===== src/hdl/srrqs_pkg.sv =====
// shared types and codes for the slot reserved run queue scheduler
package srrqs_pkg;

   localparam logic [2:0] FN_APPEND   = 3'd0;
   localparam logic [2:0] FN_PREPEND  = 3'd1;
   localparam logic [2:0] FN_REMOVE   = 3'd2;
   localparam logic [2:0] FN_SCHEDULE = 3'd3;
   localparam logic [2:0] FN_GRANT    = 3'd4;
   localparam logic [2:0] FN_QUERY    = 3'd5;

   localparam logic [2:0] ST_OK    = 3'd0;
   localparam logic [2:0] ST_RANGE = 3'd1;
   localparam logic [2:0] ST_HELD  = 3'd2;
   localparam logic [2:0] ST_EMPTY = 3'd3;
   localparam logic [2:0] ST_QERR  = 3'd4;

   localparam logic [15:0] TICKS_RESET = 16'd10;
   localparam logic [5:0]  DIV_STEPS   = 6'd32;

   typedef enum logic [2:0] {
      S_IDLE,
      S_EXEC,
      S_LINK,
      S_DIV,
      S_SCHED,
      S_UNLINK,
      S_DONE
   } state_type;

   typedef enum logic [3:0] {
      DP_NONE,
      DP_LOAD,
      DP_SET_RANGE,
      DP_SET_QERR,
      DP_SET_EMPTY,
      DP_LINK_EMPTY,
      DP_LINK_A,
      DP_LINK_B,
      DP_READ_LINKS,
      DP_UNLINK,
      DP_DIV_START,
      DP_DIV_STEP,
      DP_SCHED_PICK,
      DP_GRANT,
      DP_QUERY
   } dp_op_type;

   typedef struct packed {
      dp_op_type op;
      logic      out_load;
   } cmd_type;

   typedef struct packed {
      logic [2:0] func;
      logic       range_err;
      logic       queued;
      logic       head_nil;
      logic       remove_err;
      logic       div_done;
      logic       sched_empty;
   } stat_type;

endpackage


===== src/hdl/srrqs_ctrl.sv =====
// controller state machine sequencing each item through the datapath
module srrqs_ctrl (
   input  logic               clock,
   input  logic               reset,
   input  logic               req_valid,
   output logic               req_ready,
   output logic               rsp_valid,
   input  logic               rsp_ready,
   input  srrqs_pkg::stat_type stat,
   output srrqs_pkg::cmd_type  cmd
);

   srrqs_pkg::state_type state_ff, state_in;
   logic                 rsp_valid_ff, rsp_valid_in;
   logic                 out_free;

   assign out_free  = !rsp_valid_ff || rsp_ready;
   assign req_ready = (state_ff == srrqs_pkg::S_IDLE);
   assign rsp_valid = rsp_valid_ff;

   always_ff @(posedge clock) begin
      if (reset) begin
         state_ff     <= srrqs_pkg::S_IDLE;
         rsp_valid_ff <= 1'b0;
      end else begin
         state_ff     <= state_in;
         rsp_valid_ff <= rsp_valid_in;
      end
   end

   // next state
   always_comb begin
      state_in = state_ff;
      unique case (state_ff)
         srrqs_pkg::S_IDLE: begin
            if (req_valid) state_in = srrqs_pkg::S_EXEC;
         end
         srrqs_pkg::S_EXEC: begin
            state_in = srrqs_pkg::S_DONE;
            if (!stat.range_err) begin
               case (stat.func)
                  srrqs_pkg::FN_APPEND, srrqs_pkg::FN_PREPEND: begin
                     if (!stat.queued && !stat.head_nil) state_in = srrqs_pkg::S_LINK;
                  end
                  srrqs_pkg::FN_REMOVE: begin
                     if (stat.queued) state_in = srrqs_pkg::S_UNLINK;
                  end
                  srrqs_pkg::FN_SCHEDULE: state_in = srrqs_pkg::S_DIV;
                  default: state_in = srrqs_pkg::S_DONE;
               endcase
            end
         end
         srrqs_pkg::S_LINK: state_in = srrqs_pkg::S_DONE;
         srrqs_pkg::S_DIV: begin
            if (stat.div_done) state_in = srrqs_pkg::S_SCHED;
         end
         srrqs_pkg::S_SCHED: begin
            state_in = stat.sched_empty ? srrqs_pkg::S_DONE : srrqs_pkg::S_UNLINK;
         end
         srrqs_pkg::S_UNLINK: state_in = srrqs_pkg::S_DONE;
         srrqs_pkg::S_DONE: begin
            if (out_free) state_in = srrqs_pkg::S_IDLE;
         end
         default: state_in = srrqs_pkg::S_IDLE;
      endcase
   end

   // outputs
   always_comb begin
      cmd.op       = srrqs_pkg::DP_NONE;
      cmd.out_load = 1'b0;
      rsp_valid_in = rsp_valid_ff && !rsp_ready;
      unique case (state_ff)
         srrqs_pkg::S_IDLE: begin
            if (req_valid) cmd.op = srrqs_pkg::DP_LOAD;
         end
         srrqs_pkg::S_EXEC: begin
            if (stat.range_err) begin
               cmd.op = srrqs_pkg::DP_SET_RANGE;
            end else begin
               case (stat.func)
                  srrqs_pkg::FN_APPEND, srrqs_pkg::FN_PREPEND: begin
                     if (stat.queued)        cmd.op = srrqs_pkg::DP_SET_QERR;
                     else if (stat.head_nil) cmd.op = srrqs_pkg::DP_LINK_EMPTY;
                     else                    cmd.op = srrqs_pkg::DP_LINK_A;
                  end
                  srrqs_pkg::FN_REMOVE: begin
                     cmd.op = stat.queued ? srrqs_pkg::DP_READ_LINKS
                                          : srrqs_pkg::DP_SET_QERR;
                  end
                  srrqs_pkg::FN_SCHEDULE: cmd.op = srrqs_pkg::DP_DIV_START;
                  srrqs_pkg::FN_GRANT:    cmd.op = srrqs_pkg::DP_GRANT;
                  srrqs_pkg::FN_QUERY:    cmd.op = srrqs_pkg::DP_QUERY;
                  default:                cmd.op = srrqs_pkg::DP_SET_RANGE;
               endcase
            end
         end
         srrqs_pkg::S_LINK: cmd.op = srrqs_pkg::DP_LINK_B;
         srrqs_pkg::S_DIV: begin
            if (!stat.div_done) cmd.op = srrqs_pkg::DP_DIV_STEP;
         end
         srrqs_pkg::S_SCHED: begin
            cmd.op = stat.sched_empty ? srrqs_pkg::DP_SET_EMPTY : srrqs_pkg::DP_SCHED_PICK;
         end
         srrqs_pkg::S_UNLINK: begin
            cmd.op = stat.remove_err ? srrqs_pkg::DP_SET_QERR : srrqs_pkg::DP_UNLINK;
         end
         srrqs_pkg::S_DONE: begin
            if (out_free) begin
               cmd.out_load = 1'b1;
               rsp_valid_in = 1'b1;
            end
         end
         default: cmd.op = srrqs_pkg::DP_NONE;
      endcase
   end

endmodule


===== src/hdl/srrqs_dp.sv =====
// datapath: run queues, link memories, slot table, slot divider and result registers
module srrqs_dp #(
   parameter int NUM_ACCOUNTS = 16,
   parameter int MAX_THREADS  = 64
) (
   input  logic                clock,
   input  logic                reset,
   input  srrqs_pkg::cmd_type  cmd,
   output srrqs_pkg::stat_type stat,
   input  logic                csr_wr_en,
   input  logic [15:0]         csr_wr_data,
   input  logic [2:0]          req_func,
   input  logic [5:0]          req_thread_id,
   input  logic [7:0]          req_account,
   input  logic [7:0]          req_slot,
   input  logic [31:0]         req_now,
   output logic [2:0]          rsp_status,
   output logic [5:0]          rsp_picked_thread,
   output logic [7:0]          rsp_slot_owner
);

   localparam int TW = (MAX_THREADS > 1) ? $clog2(MAX_THREADS) : 1;
   localparam int LW = $clog2(MAX_THREADS + 1);
   localparam int AW = (NUM_ACCOUNTS > 1) ? $clog2(NUM_ACCOUNTS) : 1;
   localparam logic [LW-1:0] NIL   = LW'(MAX_THREADS);
   localparam logic [AW:0]   NUM_W = (AW+1)'(NUM_ACCOUNTS);

   // control state
   logic [15:0]   ticks_ff;
   logic [MAX_THREADS-1:0] queued_ff;
   logic [LW-1:0] head_ff    [NUM_ACCOUNTS];
   logic [LW-1:0] tail_ff    [NUM_ACCOUNTS];
   logic [NUM_ACCOUNTS-1:0] granted_ff;
   logic [AW-1:0] owner_ff   [NUM_ACCOUNTS];

   // link memories
   logic [LW-1:0] next_mem [MAX_THREADS];
   logic [LW-1:0] prev_mem [MAX_THREADS];
   logic [LW-1:0] rd_next_ff, rd_prev_ff;

   // item registers
   logic [2:0]    func_ff;
   logic [5:0]    tid_ff;
   logic [7:0]    acc_ff;
   logic [7:0]    slot_ff;
   logic [LW-1:0] cur_ff;
   logic [AW-1:0] cur_acc_ff;

   // divider
   logic [31:0]   dvd_ff;
   logic [15:0]   rem_ff;
   logic [5:0]    cnt_ff;
   logic [AW-1:0] modr_ff;

   logic [2:0]    res_status_ff;
   logic [5:0]    res_picked_ff;
   logic [7:0]    res_owner_ff;
   logic [2:0]    rsp_status_ff;
   logic [5:0]    rsp_picked_ff;
   logic [7:0]    rsp_owner_ff;

   logic [TW-1:0] cur_idx;
   logic [AW-1:0] slot_idx;
   logic [LW-1:0] head_cur, tail_cur;
   logic          prepend;
   logic [15:0]   divisor;
   logic [16:0]   rem_sh;
   logic          qbit;
   logic [15:0]   rem_nx;
   logic [AW:0]   mod_sh;
   logic [AW-1:0] mod_nx;
   logic [AW-1:0] sched_acc;
   logic [LW-1:0] sched_head;
   logic          held;
   logic          range_err;

   logic          nwe, pwe, rd_en;
   logic [TW-1:0] nwa, pwa, rd_addr;
   logic [LW-1:0] nwd, pwd;

   assign cur_idx  = cur_ff[TW-1:0];
   assign slot_idx = slot_ff[AW-1:0];
   assign head_cur = head_ff[cur_acc_ff];
   assign tail_cur = tail_ff[cur_acc_ff];
   assign prepend  = (func_ff == srrqs_pkg::FN_PREPEND);

   // restoring divide, one quotient bit a step, folding the quotient mod the account count
   assign divisor = (ticks_ff == 16'd0) ? 16'd1 : ticks_ff;
   assign rem_sh  = {rem_ff, dvd_ff[31]};
   assign qbit    = (rem_sh >= {1'b0, divisor});
   assign rem_nx  = qbit ? 16'(rem_sh - {1'b0, divisor}) : rem_sh[15:0];
   assign mod_sh  = {modr_ff, qbit};
   assign mod_nx  = (mod_sh >= NUM_W) ? AW'(mod_sh - NUM_W) : mod_sh[AW-1:0];

   assign sched_acc  = granted_ff[modr_ff] ? owner_ff[modr_ff] : '0;
   assign sched_head = head_ff[sched_acc];
   assign held       = granted_ff[slot_idx] && (owner_ff[slot_idx] != AW'(acc_ff));

   always_comb begin
      case (func_ff)
         srrqs_pkg::FN_APPEND, srrqs_pkg::FN_PREPEND, srrqs_pkg::FN_REMOVE:
            range_err = (32'(tid_ff) >= 32'(MAX_THREADS))
                     || (32'(acc_ff) >= 32'(NUM_ACCOUNTS));
         srrqs_pkg::FN_SCHEDULE: range_err = 1'b0;
         srrqs_pkg::FN_GRANT:
            range_err = (32'(slot_ff) >= 32'(NUM_ACCOUNTS))
                     || (32'(acc_ff) >= 32'(NUM_ACCOUNTS));
         srrqs_pkg::FN_QUERY: range_err = (32'(slot_ff) >= 32'(NUM_ACCOUNTS));
         default: range_err = 1'b1;
      endcase
   end

   assign stat.range_err   = range_err;
   assign stat.func        = func_ff;
   assign stat.queued      = queued_ff[cur_idx];
   assign stat.head_nil    = (head_cur == NIL);
   assign stat.remove_err  = ((rd_prev_ff == NIL) && (head_cur != cur_ff))
                          || ((rd_next_ff == NIL) && (tail_cur != cur_ff));
   assign stat.div_done    = (cnt_ff == 6'd0);
   assign stat.sched_empty = (sched_head == NIL);

   // link memory ports
   always_comb begin
      nwe     = 1'b0;
      pwe     = 1'b0;
      nwa     = cur_idx;
      pwa     = cur_idx;
      nwd     = NIL;
      pwd     = NIL;
      rd_en   = 1'b0;
      rd_addr = cur_idx;
      case (cmd.op)
         srrqs_pkg::DP_LINK_EMPTY: begin
            nwe = 1'b1;
            pwe = 1'b1;
         end
         srrqs_pkg::DP_LINK_A: begin
            nwe = 1'b1;
            pwe = 1'b1;
            if (prepend) nwd = head_cur;
            else         pwd = tail_cur;
         end
         srrqs_pkg::DP_LINK_B: begin
            if (prepend) begin
               pwe = 1'b1;
               pwa = head_cur[TW-1:0];
               pwd = cur_ff;
            end else begin
               nwe = 1'b1;
               nwa = tail_cur[TW-1:0];
               nwd = cur_ff;
            end
         end
         srrqs_pkg::DP_UNLINK: begin
            nwe = (rd_prev_ff != NIL);
            nwa = rd_prev_ff[TW-1:0];
            nwd = rd_next_ff;
            pwe = (rd_next_ff != NIL);
            pwa = rd_next_ff[TW-1:0];
            pwd = rd_prev_ff;
         end
         srrqs_pkg::DP_READ_LINKS: rd_en = 1'b1;
         srrqs_pkg::DP_SCHED_PICK: begin
            rd_en   = 1'b1;
            rd_addr = sched_head[TW-1:0];
         end
         default: rd_en = 1'b0;
      endcase
   end

   always_ff @(posedge clock) begin
      if (nwe) next_mem[nwa] <= nwd;
      if (pwe) prev_mem[pwa] <= pwd;
      if (rd_en) begin
         rd_next_ff <= next_mem[rd_addr];
         rd_prev_ff <= prev_mem[rd_addr];
      end
   end

   // queue and slot state
   always_ff @(posedge clock) begin
      if (reset) begin
         ticks_ff   <= srrqs_pkg::TICKS_RESET;
         queued_ff  <= '0;
         granted_ff <= '0;
         for (int i = 0; i < NUM_ACCOUNTS; i++) begin
            head_ff[i]  <= NIL;
            tail_ff[i]  <= NIL;
            owner_ff[i] <= '0;
         end
      end else begin
         if (csr_wr_en) ticks_ff <= csr_wr_data;
         case (cmd.op)
            srrqs_pkg::DP_LINK_EMPTY: begin
               head_ff[cur_acc_ff] <= cur_ff;
               tail_ff[cur_acc_ff] <= cur_ff;
               queued_ff[cur_idx]  <= 1'b1;
            end
            srrqs_pkg::DP_LINK_B: begin
               if (prepend) head_ff[cur_acc_ff] <= cur_ff;
               else         tail_ff[cur_acc_ff] <= cur_ff;
               queued_ff[cur_idx] <= 1'b1;
            end
            srrqs_pkg::DP_UNLINK: begin
               if (rd_prev_ff == NIL) head_ff[cur_acc_ff] <= rd_next_ff;
               if (rd_next_ff == NIL) tail_ff[cur_acc_ff] <= rd_prev_ff;
               queued_ff[cur_idx] <= 1'b0;
            end
            srrqs_pkg::DP_GRANT: begin
               if (!held) begin
                  granted_ff[slot_idx] <= 1'b1;
                  owner_ff[slot_idx]   <= AW'(acc_ff);
               end
            end
            default: ;
         endcase
      end
   end

   // item, divider and result registers
   always_ff @(posedge clock) begin
      case (cmd.op)
         srrqs_pkg::DP_LOAD: begin
            func_ff       <= req_func;
            tid_ff        <= req_thread_id;
            acc_ff        <= req_account;
            slot_ff       <= req_slot;
            dvd_ff        <= req_now;
            cur_ff        <= LW'(req_thread_id);
            cur_acc_ff    <= AW'(req_account);
            res_status_ff <= srrqs_pkg::ST_OK;
            res_picked_ff <= '0;
            res_owner_ff  <= '0;
         end
         srrqs_pkg::DP_SET_RANGE: res_status_ff <= srrqs_pkg::ST_RANGE;
         srrqs_pkg::DP_SET_QERR:  res_status_ff <= srrqs_pkg::ST_QERR;
         srrqs_pkg::DP_SET_EMPTY: res_status_ff <= srrqs_pkg::ST_EMPTY;
         srrqs_pkg::DP_DIV_START: begin
            rem_ff  <= '0;
            cnt_ff  <= srrqs_pkg::DIV_STEPS;
            modr_ff <= '0;
         end
         srrqs_pkg::DP_DIV_STEP: begin
            dvd_ff  <= {dvd_ff[30:0], 1'b0};
            rem_ff  <= rem_nx;
            cnt_ff  <= cnt_ff - 6'd1;
            modr_ff <= mod_nx;
         end
         srrqs_pkg::DP_SCHED_PICK: begin
            cur_ff     <= sched_head;
            cur_acc_ff <= sched_acc;
         end
         srrqs_pkg::DP_UNLINK: begin
            if (func_ff == srrqs_pkg::FN_SCHEDULE) res_picked_ff <= 6'(cur_ff);
         end
         srrqs_pkg::DP_GRANT: begin
            if (held) res_status_ff <= srrqs_pkg::ST_HELD;
         end
         srrqs_pkg::DP_QUERY: begin
            res_owner_ff <= granted_ff[slot_idx] ? 8'(owner_ff[slot_idx]) : 8'd0;
         end
         default: ;
      endcase
      if (cmd.out_load) begin
         rsp_status_ff <= res_status_ff;
         rsp_picked_ff <= res_picked_ff;
         rsp_owner_ff  <= res_owner_ff;
      end
   end

   assign rsp_status        = rsp_status_ff;
   assign rsp_picked_thread = rsp_picked_ff;
   assign rsp_slot_owner    = rsp_owner_ff;

endmodule


===== src/hdl/slot_reserved_run_queue_scheduler.sv =====
// Per-account run queues with a time slot reservation table. One item is worked at a time.
// After acceptance each item passes the execute state and ends in the done state, which loads
// its result into the output register. Grant, query, range errors, appends of a queued thread,
// removes of a thread that is not queued and appends or prepends to an empty queue go straight
// to done; other appends and prepends pass a link state, other removes an unlink state, and
// schedule passes the one-bit-per-cycle divider that turns now into a slot (32 steps and a check
// for the end), a pick state and, unless the chosen queue is empty, an unlink state. The link
// memories have one write port each and a registered read, so a remove or a schedule reads a
// thread's links in the state before the one that unlinks it. While an earlier result waits in
// the output register the item holds in done, then goes to idle to accept the next item.
module slot_reserved_run_queue_scheduler #(
   parameter int NUM_ACCOUNTS = 16,
   parameter int MAX_THREADS  = 64
) (
   input  logic        clock,
   input  logic        reset,
   input  logic        req_valid,
   output logic        req_ready,
   input  logic [2:0]  req_func,
   input  logic [5:0]  req_thread_id,
   input  logic [7:0]  req_account,
   input  logic [7:0]  req_slot,
   input  logic [31:0] req_now,
   output logic        rsp_valid,
   input  logic        rsp_ready,
   output logic [2:0]  rsp_status,
   output logic [5:0]  rsp_picked_thread,
   output logic [7:0]  rsp_slot_owner,
   input  logic        csr_wr_en,
   input  logic [15:0] csr_wr_data
);

   srrqs_pkg::cmd_type  cmd;
   srrqs_pkg::stat_type stat;

   srrqs_ctrl u_ctrl (
      .clock     (clock),
      .reset     (reset),
      .req_valid (req_valid),
      .req_ready (req_ready),
      .rsp_valid (rsp_valid),
      .rsp_ready (rsp_ready),
      .stat      (stat),
      .cmd       (cmd)
   );

   srrqs_dp #(
      .NUM_ACCOUNTS (NUM_ACCOUNTS),
      .MAX_THREADS  (MAX_THREADS)
   ) u_dp (
      .clock             (clock),
      .reset             (reset),
      .cmd               (cmd),
      .stat              (stat),
      .csr_wr_en         (csr_wr_en),
      .csr_wr_data       (csr_wr_data),
      .req_func          (req_func),
      .req_thread_id     (req_thread_id),
      .req_account       (req_account),
      .req_slot          (req_slot),
      .req_now           (req_now),
      .rsp_status        (rsp_status),
      .rsp_picked_thread (rsp_picked_thread),
      .rsp_slot_owner    (rsp_slot_owner)
   );

endmodule


===== config.mk =====
export PLATFORM = sky130hd
export DESIGN_NAME = slot_reserved_run_queue_scheduler
export DESIGN_NICKNAME = d
export VERILOG_FILES = /design/src/hdl/srrqs_pkg.sv /design/src/hdl/srrqs_ctrl.sv /design/src/hdl/srrqs_dp.sv /design/src/hdl/slot_reserved_run_queue_scheduler.sv
export SDC_FILE = /design/constraint.sdc
export NUM_CORES = 2
export LEC_CHECK = 0
export BUFFER_PORTS_ARGS = -buffer_cell sky130_fd_sc_hd__buf_2
export CORE_MARGIN = 2
export CORE_UTILIZATION = 55
export DETAILED_ROUTE_END_ITERATION = 6
export GPL_ROUTABILITY_DRIVEN = 1
export PLACE_DENSITY = 0.76
export SYNTH_ARGS = -nofsm -noshare
export SYNTH_HDL_FRONTEND = slang
export SYNTH_SLANG_ARGS = --single-unit
export TNS_END_PERCENT = 10

===== constraint.sdc =====
create_clock -name clock -period 10.2 [get_ports clock]
set_input_delay 0.51 -clock clock [delete_from_list [all_inputs] [get_ports clock]]
set_output_delay 0.51 -clock clock [all_outputs]
set_load 0.01 [all_outputs]

Word-level counts from Yosys, hierarchy flattened --
Memories as Yosys holds them, arrays and structs flattened. A register that Yosys moved wholly into a read port is not among the register bits. Cells that the tools add are included.
Storage, ports and cells: word-level logic and storage cells 234, RAM bits 1184, register bits after elaboration 222, memories kept 5
Operators by class: order comparisons 9, muxes and demuxes 111, reductions and logical operators 38, $add $sub $neg 3, equality and inequality tests 39, bitwise operators 9
Memory list:
- u_dp.next_mem | depth 64, width 7, rd ports 1, clocked after memory_dff 1, write ports 1, RTL line srrqs_dp.sv:37 | logic [LW-1:0] next_mem [MAX_THREADS];
- u_dp.prev_mem | depth 64, width 7, rd ports 1, clocked after memory_dff 1, write ports 1, RTL line srrqs_dp.sv:38 | logic [LW-1:0] prev_mem [MAX_THREADS];
- u_dp.head_ff | depth 16, width 7, rd ports 2, clocked after memory_dff 1, write ports 16, RTL line srrqs_dp.sv:31 | logic [LW-1:0] head_ff [NUM_ACCOUNTS];
- u_dp.tail_ff | depth 16, width 7, rd ports 1, clocked after memory_dff 1, write ports 16, RTL line srrqs_dp.sv:32 | logic [LW-1:0] tail_ff [NUM_ACCOUNTS];
- u_dp.owner_ff | depth 16, width 4, rd ports 2, clocked after memory_dff 2, write ports 16, RTL line srrqs_dp.sv:34 | logic [AW-1:0] owner_ff [NUM_ACCOUNTS];
Operators with widths (number):
- $pmux 64 s2 | 1
- $mux 7 | 10
- $mux 4 | 17
- $and 64x64->64 | 1
- $not 64->64 | 1
- $or 64x64->64 | 1
- $pmux 32 s2 | 1
- $pmux 6 s2 | 4
- $mux 1 | 43
- $pmux 7 s3 | 2
- $mux 16 | 2
- $pmux 16 s2 | 1
- $eq 4x4->1 const B | 7
- $eq 7x7->1 const B | 4
- $mux 6 | 4
- $pmux 4 s6 | 1
- $pmux 4 s5 | 1
- $mux 3 | 6
- $pmux 3 s6 | 1
- $ge 17x16->1 | 1
- $eq 4x3->1 const B | 4
- $ge 8x5->1 const B | 2
- $logic_not 16->1 | 1
- $or 16x16->16 | 1
- 45 further kinds | 92

Logic depth before layout (Yosys ltp) --
An unclocked memory read counts as a cell.
depth in word-level cells 15, gate-level depth with buffers 23

Hierarchy --
From an unflattened synthesis, not the netlist that was laid out.
Second synthesis, totals: cells, all modules 4331, area total of the unflattened synthesis 61539.0 µm²
By module, submodules not included:
- srrqs_dp | instances 1, area each 61038.5 µm², cells an instance 4261, seq. area each 41559.9 µm²
- srrqs_ctrl | instances 1, area each 500.5 µm², cells an instance 70, seq. area each 80.1 µm²

Least setup slack after synthesis --
OpenSTA, ideal clock, no wires.
path kind flip-flop to flip-flop, start point register with a tool-made name, end point memory u_dp.prev_mem[0][6] (netlist name), data pin, required time 9658 ps, setup time 542 ps, setup slack 3985 ps, stages on the path, launching flop included 16, buffers on the path 5, data arrival time 5673 ps, cells stage by stage dfxtp_1 > buf_2 > buf_1 > clkbuf_1 > buf_2 > mux4_2 > mux4_2 > xnor2_1 > o41ai_1 > nand4_1 > nand3_1 > or2_1 > or3_1 > buf_2 > nor3_1 > o211ai_1
RTL lines (RTL line):
- to (decl) | srrqs_dp.sv:38

==> impl_metrics.env <==
export IMPL_run_status="completed"
export IMPL_cellPowerDensity_nw_per_um2=283
export IMPL_detailedRoute_firstIterationViolations=4431
export IMPL_most_frequent_standard_cell_in_the_layout_excluding_fill_and_tap_cells="edfxtp_1"
export IMPL_synthXorXnorAreaFrac=0.00408
export IMPL_synth_adder_area_share=0.00374
export IMPL_die_area_um2=116000
export IMPL_syn_avg_cell_area_um2=13.8
export IMPL_worstMarginPinSlew_ns=1.36
export IMPL_clk_pin_slew_worst_paths_ns=0.06
export IMPL_floorplan_io_pins=97
export IMPL_cts_root_buf="clkbuf_16"
export IMPL_finish_cell_count_without_fillers=6160
export IMPL_end_kind="register"
export IMPL_syn_area_um2=62200
export IMPL_first_global_vias=38400
export IMPL_hp_start="req_now[30]"
export IMPL_leading_cell_types_in_the_layout_fill_and_taps_excluded="edfxtp_1, nor2_1, a21oi_1"
export IMPL_yosysUniqueCellTypes=91
export IMPL_groute_usage_overall=0.263
export IMPL_grt_overflow=0
export IMPL_area_of_the_core_um2=112000
export IMPL_initial_antenna_violation_count=3
export IMPL_synthSimpleGateAreaFrac=0.101
export IMPL_syn_to_final_growth_pct=11.0
export IMPL_longest_individual_stage_delay_on_the_worst_path_ns=1.02
export IMPL_seq_area_frac_synth=0.670
export IMPL_final_nets=4640
export IMPL_routed_wl_um=154000
export IMPL_r2r_end="u_dp.prev_mem[31][1]"
export IMPL_synth_yosys_warnings=0
export IMPL_synth_seq_cells=1424
export IMPL_terminating_pin_of_the_worst_hold_path="u_dp.dvd_ff[30]"
export IMPL_finalCriticalPeriod_ns=8.56
export IMPL_cp_data_arrival_time_ns=8.94
export IMPL_buffer_ports_inserted=92
export IMPL_finalHoldViolations=0
export IMPL_wl_per_cell_um=25.0
export IMPL_synth_compound_gate_area_share=0.101
export IMPL_grt_start_max_net_pins=128
export IMPL_ys_dominant_reg_cell="edfxtp_1"
export IMPL_min_period_over_period=0.839
export IMPL_worstPathCellList="mux4_2 -> mux4_2 -> o31a_1 -> o22ai_1 -> nor3_1 -> or4_1 -> nor4_2 -> a31o_2 -> nand3_1 -> or2_1 -> or3_1 -> nand3_1 -> nand3_1 -> nor2_1"
export IMPL_worst_endpoint_required_ns=10.58
export IMPL_ff2ff_setup_slack_ns=1.64
export IMPL_post_route_drc_count=0
export IMPL_floorplan_initialDensity=0.553
export IMPL_layout_drive_gt1_share=0.125
export IMPL_critical_path_slowest_cell="dfxtp_1"
export IMPL_setup_repair_after_global_routing_missed_its_margin="false"
export IMPL_mux_cell_area_share_after_synthesis=0.0948
export IMPL_vias=39100
export IMPL_drt_pass1_iter_count=6
export IMPL_timing_hold_worst_path_depth=3
export IMPL_critical_path_fanouts_max=32
export IMPL_multi_input_area_um2=19000
export IMPL_edff_count_synth=1312
export IMPL_layout_filler_cells=8232
export IMPL_reg2regPathDepth=14
export IMPL_seq_area_um2=41600
export IMPL_max_freq_ghz=0.117
export IMPL_n_antenna_cell=0
export IMPL_final_core_util=0.614
export IMPL_cpMostUsedCell="nand3_1"
export IMPL_final_setup_violating_endpoints=0
export IMPL_synth_top_family_by_area="simple AND/OR/NAND/NOR gates"
export IMPL_tritoncts_num_buffers=146
export IMPL_fp_dieH_um=340
export IMPL_cts_setup_buffers=0
export IMPL_worstHoldPathType="input pin to register"
export IMPL_pins_over_their_slew_limit=0
export IMPL_vias_per_cell=6.34
export IMPL_fin_setup_tns_ns=0
export IMPL_maxCapViolCount=0
export IMPL_clk_path_buf_depth=3
export IMPL_cts_sinks=1424
export IMPL_async_reset_ff_frac=0
export IMPL_worst_skew_pair_late_latency_ns=0.76
export IMPL_skew_ns=0.0325
export IMPL_total_number_of_placement_rows=123
export IMPL_numPlacedInstances=5856
export IMPL_crit_path_start_kind="register"
export IMPL_netlist_instances=4513
export IMPL_fin_hold_ws_ns=0.0338
export IMPL_vdd_drop_max_uv=380
export IMPL_power_static_leakage_nw=23.1
export IMPL_place_gp_congestion=0.946
export IMPL_ant_nets=0
export IMPL_dp_hpwl_um=99700
export IMPL_die_width_um=340
export IMPL_maxSlewHeadroom=0.0889
export IMPL_cts_tree="done"
export IMPL_grt_pass1_wl_um=232000
export IMPL_path_class="register to register"
export IMPL_cts_max_level=4
area by class of cell:
class                           instances  area share
Clock buffer                          193      0.0586
Inverter                               56     0.00305
Clock inverter                         71     0.00843
Tap cell                             1500      0.0272
Multi-Input combinational cell       2696       0.276
Timing Repair Buffer                  220      0.0231
Sequential cell                      1424       0.604
power breakdown:
group	internal, mW	leakage [nW]	switching, mW
clock	2.95	2.23	2.22
combinational	2.17	7.69	4.70
sequential	7.13	13.2	0.368
worst max path at each step:
stage	from	to	slack [ns]
floorplan	register	u_dp.prev_mem[0][6]	3.99
global placement	register	u_dp.prev_mem[18][4]	1.86
detailed placement	register	u_dp.prev_mem[19][6]	1.55
CTS	register	u_dp.prev_mem[19][0]	1.55
global route	register	u_dp.prev_mem[55][6]	1.30
finish	register	u_dp.prev_mem[31][1]	1.64
cells by family (layout without fill, tap and decap cells):
group / Yosys count / after routing
AO/OA/AOI/OAI: 929 / 929
AND/OR/NAND/NOR: 1284 / 1284
XOR/XNOR: 29 / 29
multiplexers: 432 / 432
adder cells (fa/ha/maj): 18 / 18
buffers and inverters: 396 / 540
flip-flops: 1424 / 1424
other: 1 / 4
state kept, by name, summed over array words and instances (netlist names), 4 cells and up, named ones only:
| signal | flops |
|---|---|
| u_dp.slot_ff | 8 |
| u_dp.rd_next_ff | 7 |
| u_dp.tail_ff | 112 |
| u_dp.rem_ff | 16 |
| u_dp.modr_ff | 4 |
| u_dp.ticks_ff | 16 |
| u_dp.granted_ff | 16 |
| u_dp.cur_ff | 7 |
| u_dp.res_picked_ff | 6 |
| u_dp.head_ff | 112 |
| u_dp.prev_mem | 448 |
| u_dp.res_owner_ff | 4 |
| u_dp.rsp_slot_owner | 4 |
| u_dp.dvd_ff | 32 |
| u_dp.rd_prev_ff | 7 |
| u_dp.rsp_picked_thread | 6 |
| u_dp.owner_ff | 64 |
| u_dp.acc_ff | 8 |
| u_dp.cur_acc_ff | 4 |
| u_dp.cnt_ff | 6 |
| u_dp.next_mem | 448 |
worst max-delay path: cells and delay by family (launching register included):
| family | cells | cell delay (ns) |
|---|---|---|
| AOI/OAI and AO/OA | 3 | 1.62 |
| muxes | 2 | 1.37 |
| DFF | 1 | 1.02 |
| and+or+nand+nor | 9 | 4.15 |
stage by stage:
step           cell area [um^2]  total power, mW  worst slack (ns)
2_1_floorplan             62200             12.1              3.99
3_3_place_gp              64000             14.2              1.86
3_5_place_dp              64000             14.3              1.55
4_1_cts                   69000             19.4              1.55
5_1_grt                   69000             20.3              1.30
6_report                  69000             19.5              1.64
Yosys cell counts, types with 49 or more instances:
cell type     n  area share
clkbuf_1    232       0.014
mux2i_1     285       0.046
a311oi_1     68      0.0096
nor2_1      455       0.027
a22oi_1     111       0.013
nand2_1     227       0.014
mux4_2      123       0.045
buf_2        74      0.0060
nand3_1      67      0.0054
a211oi_1    233       0.028
inv_1        49      0.0030
edfxtp_1   1312        0.63
a21oi_1     324       0.026
dfxtp_1     112       0.036
nor2b_1     254       0.026
nor3_1       74      0.0060
routing by layer:
| layer | vias up | wire [um] | track usage |
|---|---|---|---|
| li1 | 17400 | - | - |
| met1 | 19300 | 60300 | 0.358 |
| met2 | 2041 | 73700 | 0.424 |
| met3 | 311 | 14500 | 0.0498 |
| met4 | 0 | 5270 | 0.0994 |
| met5 | - | 0 | 0 |
timing repair:
| action | 4_1_cts | 5_1_grt |
|---|---|---|
| hold buffers | 39 | 0 |
| hold endpoints to repair | 43 | 0 |
| resized for setup | 0 | 0 |
Note: power is estimated with default switching activity, not from simulation.
